$ cat src/rtl/rv32i_r_type_execute_macros.svh
// Assertion macros used by the execute unit top level.
`ifndef RV32I_R_TYPE_EXECUTE_MACROS_SVH
`define RV32I_R_TYPE_EXECUTE_MACROS_SVH

`ifndef ASSERT_OFF
`define RV_ASSERT(label, prop, msg) \
    label: assert property (@(posedge i_clk) disable iff (!i_rst_n) prop) else $error(msg);
`define RV_ASSERT_IMPL(label, ante, cons, msg) \
    label: assert property (@(posedge i_clk) disable iff (!i_rst_n) (ante) |-> (cons)) \
        else $error(msg);
`define RV_ASSERT_NEXT(label, ante, cons, msg) \
    label: assert property (@(posedge i_clk) disable iff (!i_rst_n) (ante) |=> (cons)) \
        else $error(msg);
`else
`define RV_ASSERT(label, prop, msg)
`define RV_ASSERT_IMPL(label, ante, cons, msg)
`define RV_ASSERT_NEXT(label, ante, cons, msg)
`endif

`endif

$ cat src/rtl/rv32r_pkg.sv
// Shared types and constants of the R-type execute unit.
package rv32r_pkg;

    localparam int XLEN       = 32;
    localparam int NUM_REGS   = 32;
    localparam int REG_AW     = 5;
    localparam int IN_DATA_W  = 72;
    localparam int IN_USER_W  = 2;
    localparam int OUT_DATA_W = 40;
    localparam int OUT_USER_W = 2;

    localparam logic [6:0] OPC_RTYPE = 7'h33;
    localparam logic [6:0] F7_ALT    = 7'h20;

    localparam logic [2:0] F3_ADD  = 3'd0;
    localparam logic [2:0] F3_SLL  = 3'd1;
    localparam logic [2:0] F3_SLT  = 3'd2;
    localparam logic [2:0] F3_SLTU = 3'd3;
    localparam logic [2:0] F3_XOR  = 3'd4;
    localparam logic [2:0] F3_SRL  = 3'd5;
    localparam logic [2:0] F3_OR   = 3'd6;
    localparam logic [2:0] F3_AND  = 3'd7;

    typedef enum logic [1:0] {
        OP_EXEC = 2'd0,
        OP_LOAD = 2'd1,
        OP_READ = 2'd2
    } t_op;

    typedef struct packed {
        logic              en;
        logic [REG_AW-1:0] addr;
        logic [XLEN-1:0]   data;
    } t_rf_wr;

    typedef struct packed {
        logic [XLEN-1:0]   value;
        logic [REG_AW-1:0] dest;
        logic              wrote;
        logic              illegal;
    } t_result;

endpackage

$ cat src/rtl/rv32r_ram.sv
// Generic single-write, single-read RAM with registered read data.
module rv32r_ram #(
    parameter int WIDTH = 32,
    parameter int DEPTH = 32
) (
    input  logic                     i_clk,
    input  logic                     i_we,
    input  logic [$clog2(DEPTH)-1:0] i_waddr,
    input  logic [WIDTH-1:0]         i_wdata,
    input  logic                     i_re,
    input  logic [$clog2(DEPTH)-1:0] i_raddr,
    output logic [WIDTH-1:0]         o_rdata
);

    logic [WIDTH-1:0] r_mem [DEPTH];
    logic [WIDTH-1:0] r_rdata;

    always_ff @(posedge i_clk) begin
        if (i_we) begin
            r_mem[i_waddr] <= i_wdata;
        end
        if (i_re) begin
            r_rdata <= r_mem[i_raddr];
        end
    end

    assign o_rdata = r_rdata;

endmodule

$ cat src/rtl/rv32r_rf.sv
// Register file: two RAM banks, per-entry valid bits and write forwarding.
module rv32r_rf (
    input  logic                          i_clk,
    input  logic                          i_rst_n,
    input  logic                          i_load,
    input  logic [rv32r_pkg::REG_AW-1:0]  i_raddr_a,
    input  logic [rv32r_pkg::REG_AW-1:0]  i_raddr_b,
    input  rv32r_pkg::t_rf_wr             i_wr,
    output logic [rv32r_pkg::XLEN-1:0]    o_rdata_a,
    output logic [rv32r_pkg::XLEN-1:0]    o_rdata_b
);

    logic [rv32r_pkg::XLEN-1:0]     w_ram_a;
    logic [rv32r_pkg::XLEN-1:0]     w_ram_b;
    logic [rv32r_pkg::NUM_REGS-1:0] r_valid;
    logic [rv32r_pkg::REG_AW-1:0]   r_addr_a;
    logic [rv32r_pkg::REG_AW-1:0]   r_addr_b;
    rv32r_pkg::t_rf_wr              r_fwd;

    rv32r_ram #(
        .WIDTH(rv32r_pkg::XLEN),
        .DEPTH(rv32r_pkg::NUM_REGS)
    ) u_bank_a (
        .i_clk  (i_clk),
        .i_we   (i_wr.en),
        .i_waddr(i_wr.addr),
        .i_wdata(i_wr.data),
        .i_re   (i_load),
        .i_raddr(i_raddr_a),
        .o_rdata(w_ram_a)
    );

    rv32r_ram #(
        .WIDTH(rv32r_pkg::XLEN),
        .DEPTH(rv32r_pkg::NUM_REGS)
    ) u_bank_b (
        .i_clk  (i_clk),
        .i_we   (i_wr.en),
        .i_waddr(i_wr.addr),
        .i_wdata(i_wr.data),
        .i_re   (i_load),
        .i_raddr(i_raddr_b),
        .o_rdata(w_ram_b)
    );

    // A write landing on the same edge as the read is not seen by the RAM,
    // so it is kept aside and forwarded to the operands of that item.
    always_ff @(posedge i_clk) begin
        if (!i_rst_n) begin
            r_valid  <= '0;
            r_fwd.en <= 1'b0;
        end else begin
            if (i_wr.en) begin
                r_valid[i_wr.addr] <= 1'b1;
            end
            if (i_load) begin
                r_fwd.en <= i_wr.en;
            end
        end
        if (i_load) begin
            r_addr_a   <= i_raddr_a;
            r_addr_b   <= i_raddr_b;
            r_fwd.addr <= i_wr.addr;
            r_fwd.data <= i_wr.data;
        end
    end

    always_comb begin
        if (r_addr_a == '0) begin
            o_rdata_a = '0;
        end else if (r_fwd.en && r_fwd.addr == r_addr_a) begin
            o_rdata_a = r_fwd.data;
        end else if (r_valid[r_addr_a]) begin
            o_rdata_a = w_ram_a;
        end else begin
            o_rdata_a = '0;
        end

        if (r_addr_b == '0) begin
            o_rdata_b = '0;
        end else if (r_fwd.en && r_fwd.addr == r_addr_b) begin
            o_rdata_b = r_fwd.data;
        end else if (r_valid[r_addr_b]) begin
            o_rdata_b = w_ram_b;
        end else begin
            o_rdata_b = '0;
        end
    end

endmodule

$ cat src/rtl/rv32r_alu.sv
// Decode and execute of one operation: R-type ALU, register load and read.
module rv32r_alu (
    input  rv32r_pkg::t_op                i_op,
    input  logic [rv32r_pkg::XLEN-1:0]    i_instr,
    input  logic [rv32r_pkg::REG_AW-1:0]  i_reg_index,
    input  logic [rv32r_pkg::XLEN-1:0]    i_load_value,
    input  logic [rv32r_pkg::XLEN-1:0]    i_a,
    input  logic [rv32r_pkg::XLEN-1:0]    i_b,
    output rv32r_pkg::t_result            o_res,
    output rv32r_pkg::t_rf_wr             o_wr
);

    logic [6:0]                   w_opcode;
    logic [rv32r_pkg::REG_AW-1:0] w_rd;
    logic [2:0]                   w_f3;
    logic [6:0]                   w_f7;
    logic [4:0]                   w_sh;
    logic [rv32r_pkg::XLEN-1:0]   w_alu;
    logic                         w_ok;

    assign w_opcode = i_instr[6:0];
    assign w_rd     = i_instr[11:7];
    assign w_f3     = i_instr[14:12];
    assign w_f7     = i_instr[31:25];
    assign w_sh     = i_b[4:0];

    always_comb begin
        w_alu = '0;
        w_ok  = (w_opcode == rv32r_pkg::OPC_RTYPE);
        if (w_f7 == rv32r_pkg::F7_ALT) begin
            case (w_f3)
                rv32r_pkg::F3_ADD: w_alu = i_a - i_b;
                rv32r_pkg::F3_SRL: w_alu = $unsigned($signed(i_a) >>> w_sh);
                default:           w_ok  = 1'b0;
            endcase
        end else begin
            case (w_f3)
                rv32r_pkg::F3_ADD:  w_alu = i_a + i_b;
                rv32r_pkg::F3_SLL:  w_alu = i_a << w_sh;
                rv32r_pkg::F3_SLT:  w_alu = {31'd0, $signed(i_a) < $signed(i_b)};
                rv32r_pkg::F3_SLTU: w_alu = {31'd0, i_a < i_b};
                rv32r_pkg::F3_XOR:  w_alu = i_a ^ i_b;
                rv32r_pkg::F3_SRL:  w_alu = i_a >> w_sh;
                rv32r_pkg::F3_OR:   w_alu = i_a | i_b;
                default:            w_alu = i_a & i_b;
            endcase
        end
    end

    always_comb begin
        o_res = '0;
        o_wr  = '0;
        case (i_op)
            rv32r_pkg::OP_EXEC: begin
                if (w_ok) begin
                    o_res.value = w_alu;
                    o_res.dest  = w_rd;
                    o_res.wrote = (w_rd != '0);
                    o_wr.en     = (w_rd != '0);
                    o_wr.addr   = w_rd;
                    o_wr.data   = w_alu;
                end else begin
                    o_res.illegal = 1'b1;
                end
            end
            rv32r_pkg::OP_LOAD: begin
                if (i_reg_index != '0) begin
                    o_res.value = i_load_value;
                    o_res.dest  = i_reg_index;
                    o_res.wrote = 1'b1;
                    o_wr.en     = 1'b1;
                    o_wr.addr   = i_reg_index;
                    o_wr.data   = i_load_value;
                end
            end
            rv32r_pkg::OP_READ: begin
                o_res.value = i_a;
                o_res.dest  = i_reg_index;
            end
            default: begin
                o_res.illegal = 1'b1;
            end
        endcase
    end

endmodule

$ cat src/rtl/rv32i_r_type_execute.sv
// Top level of the RV32I R-type execute unit with its own register file.
// An accepted input is held in the s1 register, then its result in the result register.
// Throughput: one operation per cycle while the result side keeps up.
// A register write is forwarded to an operand read on the same edge.
// Reset (synchronous, active low) empties the pipeline and marks all
// registers invalid, so they read as zero until written.
`include "rv32i_r_type_execute_macros.svh"

module rv32i_r_type_execute (
    input  logic                                 i_clk,
    input  logic                                 i_rst_n,
    input  logic                                 s_axis_tvalid,
    output logic                                 s_axis_tready,
    // instr_word[31:0], reg_index[36:32], load_value[68:37], zero pad
    input  logic [rv32r_pkg::IN_DATA_W-1:0]      s_axis_tdata,
    // operation[1:0]
    input  logic [rv32r_pkg::IN_USER_W-1:0]      s_axis_tuser,
    output logic                                 m_axis_tvalid,
    input  logic                                 m_axis_tready,
    // result_value[31:0], dest_index[36:32], zero pad
    output logic [rv32r_pkg::OUT_DATA_W-1:0]     m_axis_tdata,
    // wrote_reg[0], illegal[1]
    output logic [rv32r_pkg::OUT_USER_W-1:0]     m_axis_tuser
);

    logic                          s_fire;
    logic                          w_m_free;
    logic                          w_s1_adv;
    logic [rv32r_pkg::REG_AW-1:0]  w_raddr_a;
    logic [rv32r_pkg::REG_AW-1:0]  w_raddr_b;
    logic [rv32r_pkg::XLEN-1:0]    w_a;
    logic [rv32r_pkg::XLEN-1:0]    w_b;
    rv32r_pkg::t_result            w_res;
    rv32r_pkg::t_rf_wr             w_alu_wr;
    rv32r_pkg::t_rf_wr             w_wr;

    logic                          r_s1_valid;
    rv32r_pkg::t_op                r_s1_op;
    logic [rv32r_pkg::XLEN-1:0]    r_s1_instr;
    logic [rv32r_pkg::REG_AW-1:0]  r_s1_idx;
    logic [rv32r_pkg::XLEN-1:0]    r_s1_lval;
    logic                          r_m_valid;
    rv32r_pkg::t_result            r_m_res;

    assign s_fire        = s_axis_tvalid && s_axis_tready;
    assign w_m_free      = !r_m_valid || m_axis_tready;
    assign w_s1_adv      = r_s1_valid && w_m_free;
    assign s_axis_tready = !r_s1_valid || w_s1_adv;

    assign w_raddr_a = (rv32r_pkg::t_op'(s_axis_tuser) == rv32r_pkg::OP_READ)
                       ? s_axis_tdata[36:32] : s_axis_tdata[19:15];
    assign w_raddr_b = s_axis_tdata[24:20];

    assign w_wr.en   = w_alu_wr.en && w_s1_adv;
    assign w_wr.addr = w_alu_wr.addr;
    assign w_wr.data = w_alu_wr.data;

    rv32r_rf u_rf (
        .i_clk    (i_clk),
        .i_rst_n  (i_rst_n),
        .i_load   (s_fire),
        .i_raddr_a(w_raddr_a),
        .i_raddr_b(w_raddr_b),
        .i_wr     (w_wr),
        .o_rdata_a(w_a),
        .o_rdata_b(w_b)
    );

    rv32r_alu u_alu (
        .i_op        (r_s1_op),
        .i_instr     (r_s1_instr),
        .i_reg_index (r_s1_idx),
        .i_load_value(r_s1_lval),
        .i_a         (w_a),
        .i_b         (w_b),
        .o_res       (w_res),
        .o_wr        (w_alu_wr)
    );

    always_ff @(posedge i_clk) begin
        if (!i_rst_n) begin
            r_s1_valid <= 1'b0;
            r_m_valid  <= 1'b0;
        end else begin
            if (s_axis_tready) begin
                r_s1_valid <= s_axis_tvalid;
            end
            if (w_m_free) begin
                r_m_valid <= r_s1_valid;
            end
        end
        if (s_fire) begin
            r_s1_op    <= rv32r_pkg::t_op'(s_axis_tuser);
            r_s1_instr <= s_axis_tdata[31:0];
            r_s1_idx   <= s_axis_tdata[36:32];
            r_s1_lval  <= s_axis_tdata[68:37];
        end
        if (w_s1_adv) begin
            r_m_res <= w_res;
        end
    end

    assign m_axis_tvalid = r_m_valid;
    assign m_axis_tdata  = {3'd0, r_m_res.dest, r_m_res.value};
    assign m_axis_tuser  = {r_m_res.illegal, r_m_res.wrote};

    `RV_ASSERT_NEXT(a_write_reported, w_wr.en,
        m_axis_tvalid && m_axis_tuser[0] && m_axis_tdata[36:32] == $past(w_wr.addr),
        "register write not reported by the next result")
    `RV_ASSERT_IMPL(a_stall_only_when_full, !s_axis_tready,
        r_s1_valid && m_axis_tvalid && !m_axis_tready,
        "input stalled while the pipeline can move")
    `RV_ASSERT_IMPL(a_illegal_clean, m_axis_tvalid && m_axis_tuser[1],
        !m_axis_tuser[0] && m_axis_tdata == '0,
        "illegal result carries a write or data")
    `RV_ASSERT(a_no_x0_write, !(w_wr.en && w_wr.addr == '0),
        "write to register zero")

endmodule

$ cat config.mk
export PLATFORM = sky130hd
export DESIGN_NAME = rv32i_r_type_execute
export DESIGN_NICKNAME = d
export VERILOG_FILES = /design/src/rtl/rv32r_pkg.sv /design/src/rtl/rv32r_ram.sv /design/src/rtl/rv32r_rf.sv /design/src/rtl/rv32r_alu.sv /design/src/rtl/rv32i_r_type_execute.sv
export VERILOG_INCLUDE_DIRS = /design/src /design/src/rtl
export SDC_FILE = /design/constraint.sdc
export NUM_CORES = 2
export LEC_CHECK = 0
export BUFFER_PORTS_ARGS = -buffer_cell sky130_fd_sc_hd__buf_2
export CAP_MARGIN = 20
export CORE_MARGIN = 2
export CORE_UTILIZATION = 50
export DETAILED_ROUTE_END_ITERATION = 8
export PLACE_DENSITY = 0.64
export SYNTH_ARGS = -nofsm -noshare
export SYNTH_HDL_FRONTEND = slang
export SYNTH_HIERARCHICAL = 1
export SYNTH_SLANG_ARGS = --single-unit
export TNS_END_PERCENT = 1
$ cat constraint.sdc
create_clock -name i_clk -period 7.78 [get_ports i_clk]
set_clock_uncertainty 0.2 [all_clocks]
set_input_delay 0.389 -clock i_clk [delete_from_list [all_inputs] [get_ports i_clk]]
set_output_delay 0.389 -clock i_clk [all_outputs]
set_load 0.02 [all_outputs]
# Word-level counts from Yosys, hierarchy flattened
# Memories as Yosys holds them, arrays and structs flattened. A register that Yosys moved wholly into a read port is not among the register bits.
# Cells that the tools add are included.
[word_totals]
memories = 2
output_inout_bits = 44
register_bits = 192
ram_bits = 2048
word_cells = 93
[memory_table]
columns = ["name", "depth", "width", "read_ports", "rd_clocked_by_memory_dff", "wr", "line_no", "text"]
rows = [
  ["u_rf.u_bank_a.r_mem", 32, 32, 1, 1, 1, "rv32r_ram.sv:15", "logic [WIDTH-1:0] r_mem [DEPTH];"],
  ["u_rf.u_bank_b.r_mem", 32, 32, 1, 1, 1, "rv32r_ram.sv:15", ""],
]
[op_classes]
n_mux = 29
addsub = 2
reduce_logical = 18
eq_ne = 13
bitwise = 4
n_lt_le_gt_ge = 6
shifts = 3
[ops]
columns = ["op", "count"]
rows = [
  ["2-to-1 mux 32 bit", 7],
  ["case mux 32 bit (7 select lines)", 1],
  ["2-to-1 mux 38 bit", 4],
  ["case mux 37 bit (3 select lines)", 1],
  ["case mux 38 bit (2 select lines)", 1],
  ["< comparator 32 bit", 2],
  ["bitwise OR 32 bit", 2],
  ["case mux 32 bit (2 select lines)", 1],
  ["adder 32 bit", 1],
  ["bitwise AND 32 bit", 1],
  ["left shift 32 x 5 -> 32 bit", 1],
  [">> shifter 32 x 5 -> 32 bit", 1],
  [">>> shifter 32 x 5 -> 32 bit", 1],
  ["subtractor 32 bit", 1],
  ["bitwise XOR 32 bit", 1],
  ["< comparator 5 x 6 -> 1 bit (second input constant)", 3],
  ["equality test 7 x 6 -> 1 bit (second input constant)", 2],
  ["binary-select mux 1 bit (select 5 bit)", 2],
  ["equality test 5 bit", 2],
  ["logical NOT 5 bit", 2],
  ["nonzero test 5 bit", 2],
  ["equality test 3 bit (second input constant)", 3],
  ["2-to-1 mux 1 bit", 8],
  ["equality test 3 x 2 -> 1 bit (second input constant)", 2],
  ["other kinds (13)", 23],
]

# Depth between registers and ports, before layout
[depth]
ltp_word = 15
depth_mapped = 23
ltp_nobuf = 18

# Hierarchy
# Netlist, hierarchy kept.
[modules_own_cells]
columns = ["mod", "n_inst", "cells_per_inst", "area_each_um2", "seq_area_each_um2"]
rows = [
  ["rv32r_ram", 2, 2260, 40805.4, 31710.4],
  ["rv32r_alu", 1, 1682, 11259.5, 0.0],
  ["rv32r_rf", 1, 312, 4013.8, 2072.0],
  ["rv32i_r_type_execute", 1, 131, 3494.6, 3343.2],
]

# Worst setup path after synthesis
# No wires, ideal clock.
[synth_timing]
path_kind = "reg2reg"
start = "register u_rf/r_addr_b[0] (netlist bit)"
end = "register u_rf/r_fwd[24] (netlist bit) (data pin)"
synth_period_minus_slack_ps = 8434
arrival_ps = 7475
path_slack_ps = -654
setup_ps = 759
path_stages_with_launch = 23
n_path_buf = 7
cell_sequence = "edfxtp_1 -> buf_6 -> mux4_2 -> a22oi_1 -> and3_4 -> o32ai_4 -> buf_6 -> a22o_1 -> buf_2 -> inv_1 -> buf_6 -> clkbuf_1 -> clkbuf_1 -> ha_1 -> buf_2 -> nor2b_1 -> o21ai_0 -> a31oi_1 -> and3_1 -> nor2_2 -> o31ai_1 -> mux2i_1 -> a221oi_1"
[synth_lines]
columns = ["item", "line_no", "text"]
rows = [
  ["from (decl)", "rv32r_rf.sv:17", "logic [rv32r_pkg::REG_AW-1:0] r_addr_b;"],
  ["from (signal assigned)", "rv32r_rf.sv:62", "r_addr_b <= i_raddr_b;"],
  ["to (decl)", "rv32r_rf.sv:18", "rv32r_pkg::t_rf_wr r_fwd;"],
]

==> parameters.txt <==
Parameter                              Value

Clocking
  CTS tree ... built
  Clock buffers created by TritonCTS ... 223
  Clock latency reported for the late side of the worst-skew pair ... 0.89 ns
  Clock root buffer ... sky130_fd_sc_hd__clkbuf_16
  Depth of the CTS H-tree ... 4
  Max Buffers Root-to-Sink ... 3
  Clk slew on worst S/H paths ... 0.06 ns
  Cts repair resizes ... 0
  Number of clock sinks ... 2,294
  Post CTS Setup Buffer Count ... 0

Floorplanning
  Ports placed on the boundary ... 122
  Area enclosed by the die boundary ... 204,000 sq um
  Row count ... 164
  Die outline height ... 451 um
  Area of the placeable core ... 199,000 sq um
  Horiz. Die Dim ... 451 um
  Starting Density ... 50.2%

Power
  Power Total ... 26.0 mW
  Cell Pwr Density ... 229 nW/um^2
  Highest ir drop seen on vdd ... 0.000226 V
  P_leak ... 41.3 nW

Routing
  Overall via count from detail_route ... 61.8k
  Routed via count divided by cell count ... 6.31
  Initial detailed-routing violation count ... 7,220
  Count of antenna-violating nets left after detailed routing ... 0
  Number of remaining DRC errors ... 0
  Average wire per standard cell ... 31.4 um
  Wire length after detailed routing ... 307 mm
  Count of TritonRoute iterations in the first routing pass ... 6

Setup path
  Startpoint of the worst setup timing path ... u_rf/r_addr_a[0]
  Worst reg-to-reg setup slack ... 0.81 ns
  Startpoint of the most critical register-to-register path ... u_rf/r_addr_a[0]
  Worst Path Required ... 8.31 ns
  Category of the worst setup path capture point ... register
  Crit-path max FO ... 10
  CP Capture Point ... m_axis_tdata[28]
  Critical path class ... register to register
  Arr. time, crit path ... 7.50 ns
  Cells on worst reg2reg path ... 20
  Critical path launch point type ... register
  Reg-to-reg endpoint ... m_axis_tdata[28]

Placement
  Buffers on Ports ... 115
  Worst-case setup slack after placement ... 1.01 ns
  GP Congestion ... 1.02
  HPWL after detailed placement ... 187 mm
  Number of placed instances, taps included ... 9,250
  Standard cell area after detailed placement ... 105,000 sq um

Finish
  Finished Core Util ... 56.8%
  Final layout net count ... 7,127
  Ratio of cells with drive above 1 in the final layout ... 13.0%
  Sequential cell area ... 68,500 sq um
  Number of filler cells placed in the layout ... 15.5k
  Area growth syn-to-layout ... 13.1%
  Final std cells w/o fill ... 9,786
  Multi-input gate area ... 29,500 sq um
  Final instance area ... 113,000 sq um

Global route
  Pin count of the biggest net entering global routing ... 129
  Overflow left after global routing ... 0
  Global-route wire length before repair ... 433 mm
  Number of global-route vias before repair ... 59.1k
  Overall global routing resource usage ... 29.6%
  Initial antenna violation count ... 15

STA
  Worst Max-Slew Pin Slew ... 1.24 ns
  Unrepaired setup endpoints after global routing ... no
  Endpoints failing setup ... 0
  Sum of negative setup slack ... 0 ns
  Final-report hold violation count ... 0
  Final Slew Violations ... 0
  Final worst-path cycle share ... 89.6%
  Highest Clock Rate ... 143 MHz
  Worst hold-check slack ... 0.0480 ns
  Minimum clock period ... 6.97 ns
  Headroom to the max-slew limit ... 16.9%
  Post-route setup slack ... 0.808 ns

Synthesis
  Netlist area before placement ... 100,000 sq um
  Cells after Synth ... 6,635
  Synth Area per Inst ... 15.1 sq um
  Yosys warning count ... 6

Min path
  Worst min-delay path class ... primary input to register

Status
  Status ... finished, final reports clean

Flow run
  MaxCap Viol Count ... 0
-- layout by cell type, fill, tap and decap left out, types with 44 or more instances in the layout --
| cell | n |
|---|---|
| sky130_fd_sc_hd__edfxtp_1 | 2259 |
| sky130_fd_sc_hd__mux2i_1 | 1093 |
| sky130_fd_sc_hd__a21oi_1 | 387 |
| sky130_fd_sc_hd__nand2_1 | 383 |
| sky130_fd_sc_hd__nand3_1 | 233 |
| sky130_fd_sc_hd__buf_4 | 232 |
| sky130_fd_sc_hd__clkbuf_16 | 223 |
| sky130_fd_sc_hd__a22oi_1 | 206 |
| sky130_fd_sc_hd__a22o_1 | 201 |
| sky130_fd_sc_hd__nor2_1 | 155 |
| sky130_fd_sc_hd__dlygate4sd3_1 | 117 |
| sky130_fd_sc_hd__buf_2 | 114 |
| sky130_fd_sc_hd__o21ai_0 | 111 |
| sky130_fd_sc_hd__ha_1 | 109 |
| sky130_fd_sc_hd__inv_1 | 101 |
| sky130_fd_sc_hd__nor3_1 | 98 |
| sky130_fd_sc_hd__a31oi_1 | 96 |
| sky130_fd_sc_hd__nor2_4 | 66 |
| sky130_fd_sc_hd__clkinv_1 | 58 |
| sky130_fd_sc_hd__clkbuf_1 | 44 |
-- where the power goes --
group          switching [mW]  internal, mW  total [mW]
Clock                    4.60          5.95        10.5
Sequential             0.0758          13.6        13.7
Combinational            1.14         0.543        1.68
-- worst min path at each step --
stage                             endpoint        startpoint  cells past startpoint  slack (ns)
after floorplan           u_rf/r_valid[25]  u_rf/r_valid[25]                      1        0.25
after global placement    u_rf/r_valid[28]  u_rf/r_valid[28]                      1        0.25
after detailed placement  u_rf/r_valid[31]  u_rf/r_valid[31]                      1        0.27
after CTS                       r_s1_op[1]   s_axis_tuser[1]                      2       0.001
after global routing        r_s1_instr[12]  s_axis_tdata[12]                      2        0.02
final                       r_s1_instr[12]  s_axis_tdata[12]                      2        0.05
-- layer usage --
layer  global-route usage [%]  part of all wire, %  wire, um
met1                     41.8                   43    131000
met2                     45.6                   45    140000
met3                     5.49                  7.8     24000
met5                        0                0.015        47
met4                     11.4                  4.1     12600
-- registers in the layout (all words and copies together) (netlist names), 5 cells and up --
register               count
u_rf/r_fwd                38
u_rf/u_bank_a/r_mem     1024
r_s1_instr                22
r_s1_idx                   5
u_rf/u_bank_a/o_rdata     32
u_rf/r_valid              32
u_rf/u_bank_b/r_mem     1024
r_s1_lval                 32
m_axis_tdata              37
u_rf/r_addr_b              5
u_rf/u_bank_b/o_rdata     32
u_rf/r_addr_a              5
-- timing repair --
item                                    CTS  global route
endpoints found under the setup margin    0             0
hold buffers                            117             0
endpoints found under the hold margin   141             0
-- critical path, stage by stage, from the launching register on --
cell and delay (ns):
sky130_fd_sc_hd__edfxtp_1 0.74, sky130_fd_sc_hd__mux4_2 0.59, sky130_fd_sc_hd__a22oi_1 0.21, sky130_fd_sc_hd__and3_4 0.24
sky130_fd_sc_hd__o32ai_4 0.15, sky130_fd_sc_hd__a22o_1 0.28, sky130_fd_sc_hd__inv_1 0.07, sky130_fd_sc_hd__ha_1 0.41
sky130_fd_sc_hd__inv_1 0.10, sky130_fd_sc_hd__fa_1 0.44, sky130_fd_sc_hd__nor2b_1 0.17, sky130_fd_sc_hd__o21ai_0 0.44
sky130_fd_sc_hd__a31oi_1 0.32, sky130_fd_sc_hd__and3_1 0.41, sky130_fd_sc_hd__nor2_2 0.16, sky130_fd_sc_hd__o31ai_1 0.09
sky130_fd_sc_hd__buf_4 0.17, sky130_fd_sc_hd__a221oi_1 0.63, sky130_fd_sc_hd__mux2i_1 0.22, sky130_fd_sc_hd__a221oi_1 0.57
sky130_fd_sc_hd__buf_4 0.20
-- final cells by class --
cell class / instances / area share (%)
diodes: 14 / 0.0310
clock buffers: 267 / 5.08
clock inverters: 136 / 1.19
inverters: 108 / 0.358
multi-input cells: 3808 / 26.1
flip-flops and latches: 2294 / 60.6
well taps: 2656 / 2.94
repair buffers: 503 / 3.78
No activity file was read; power rests on OpenSTA's default activity.
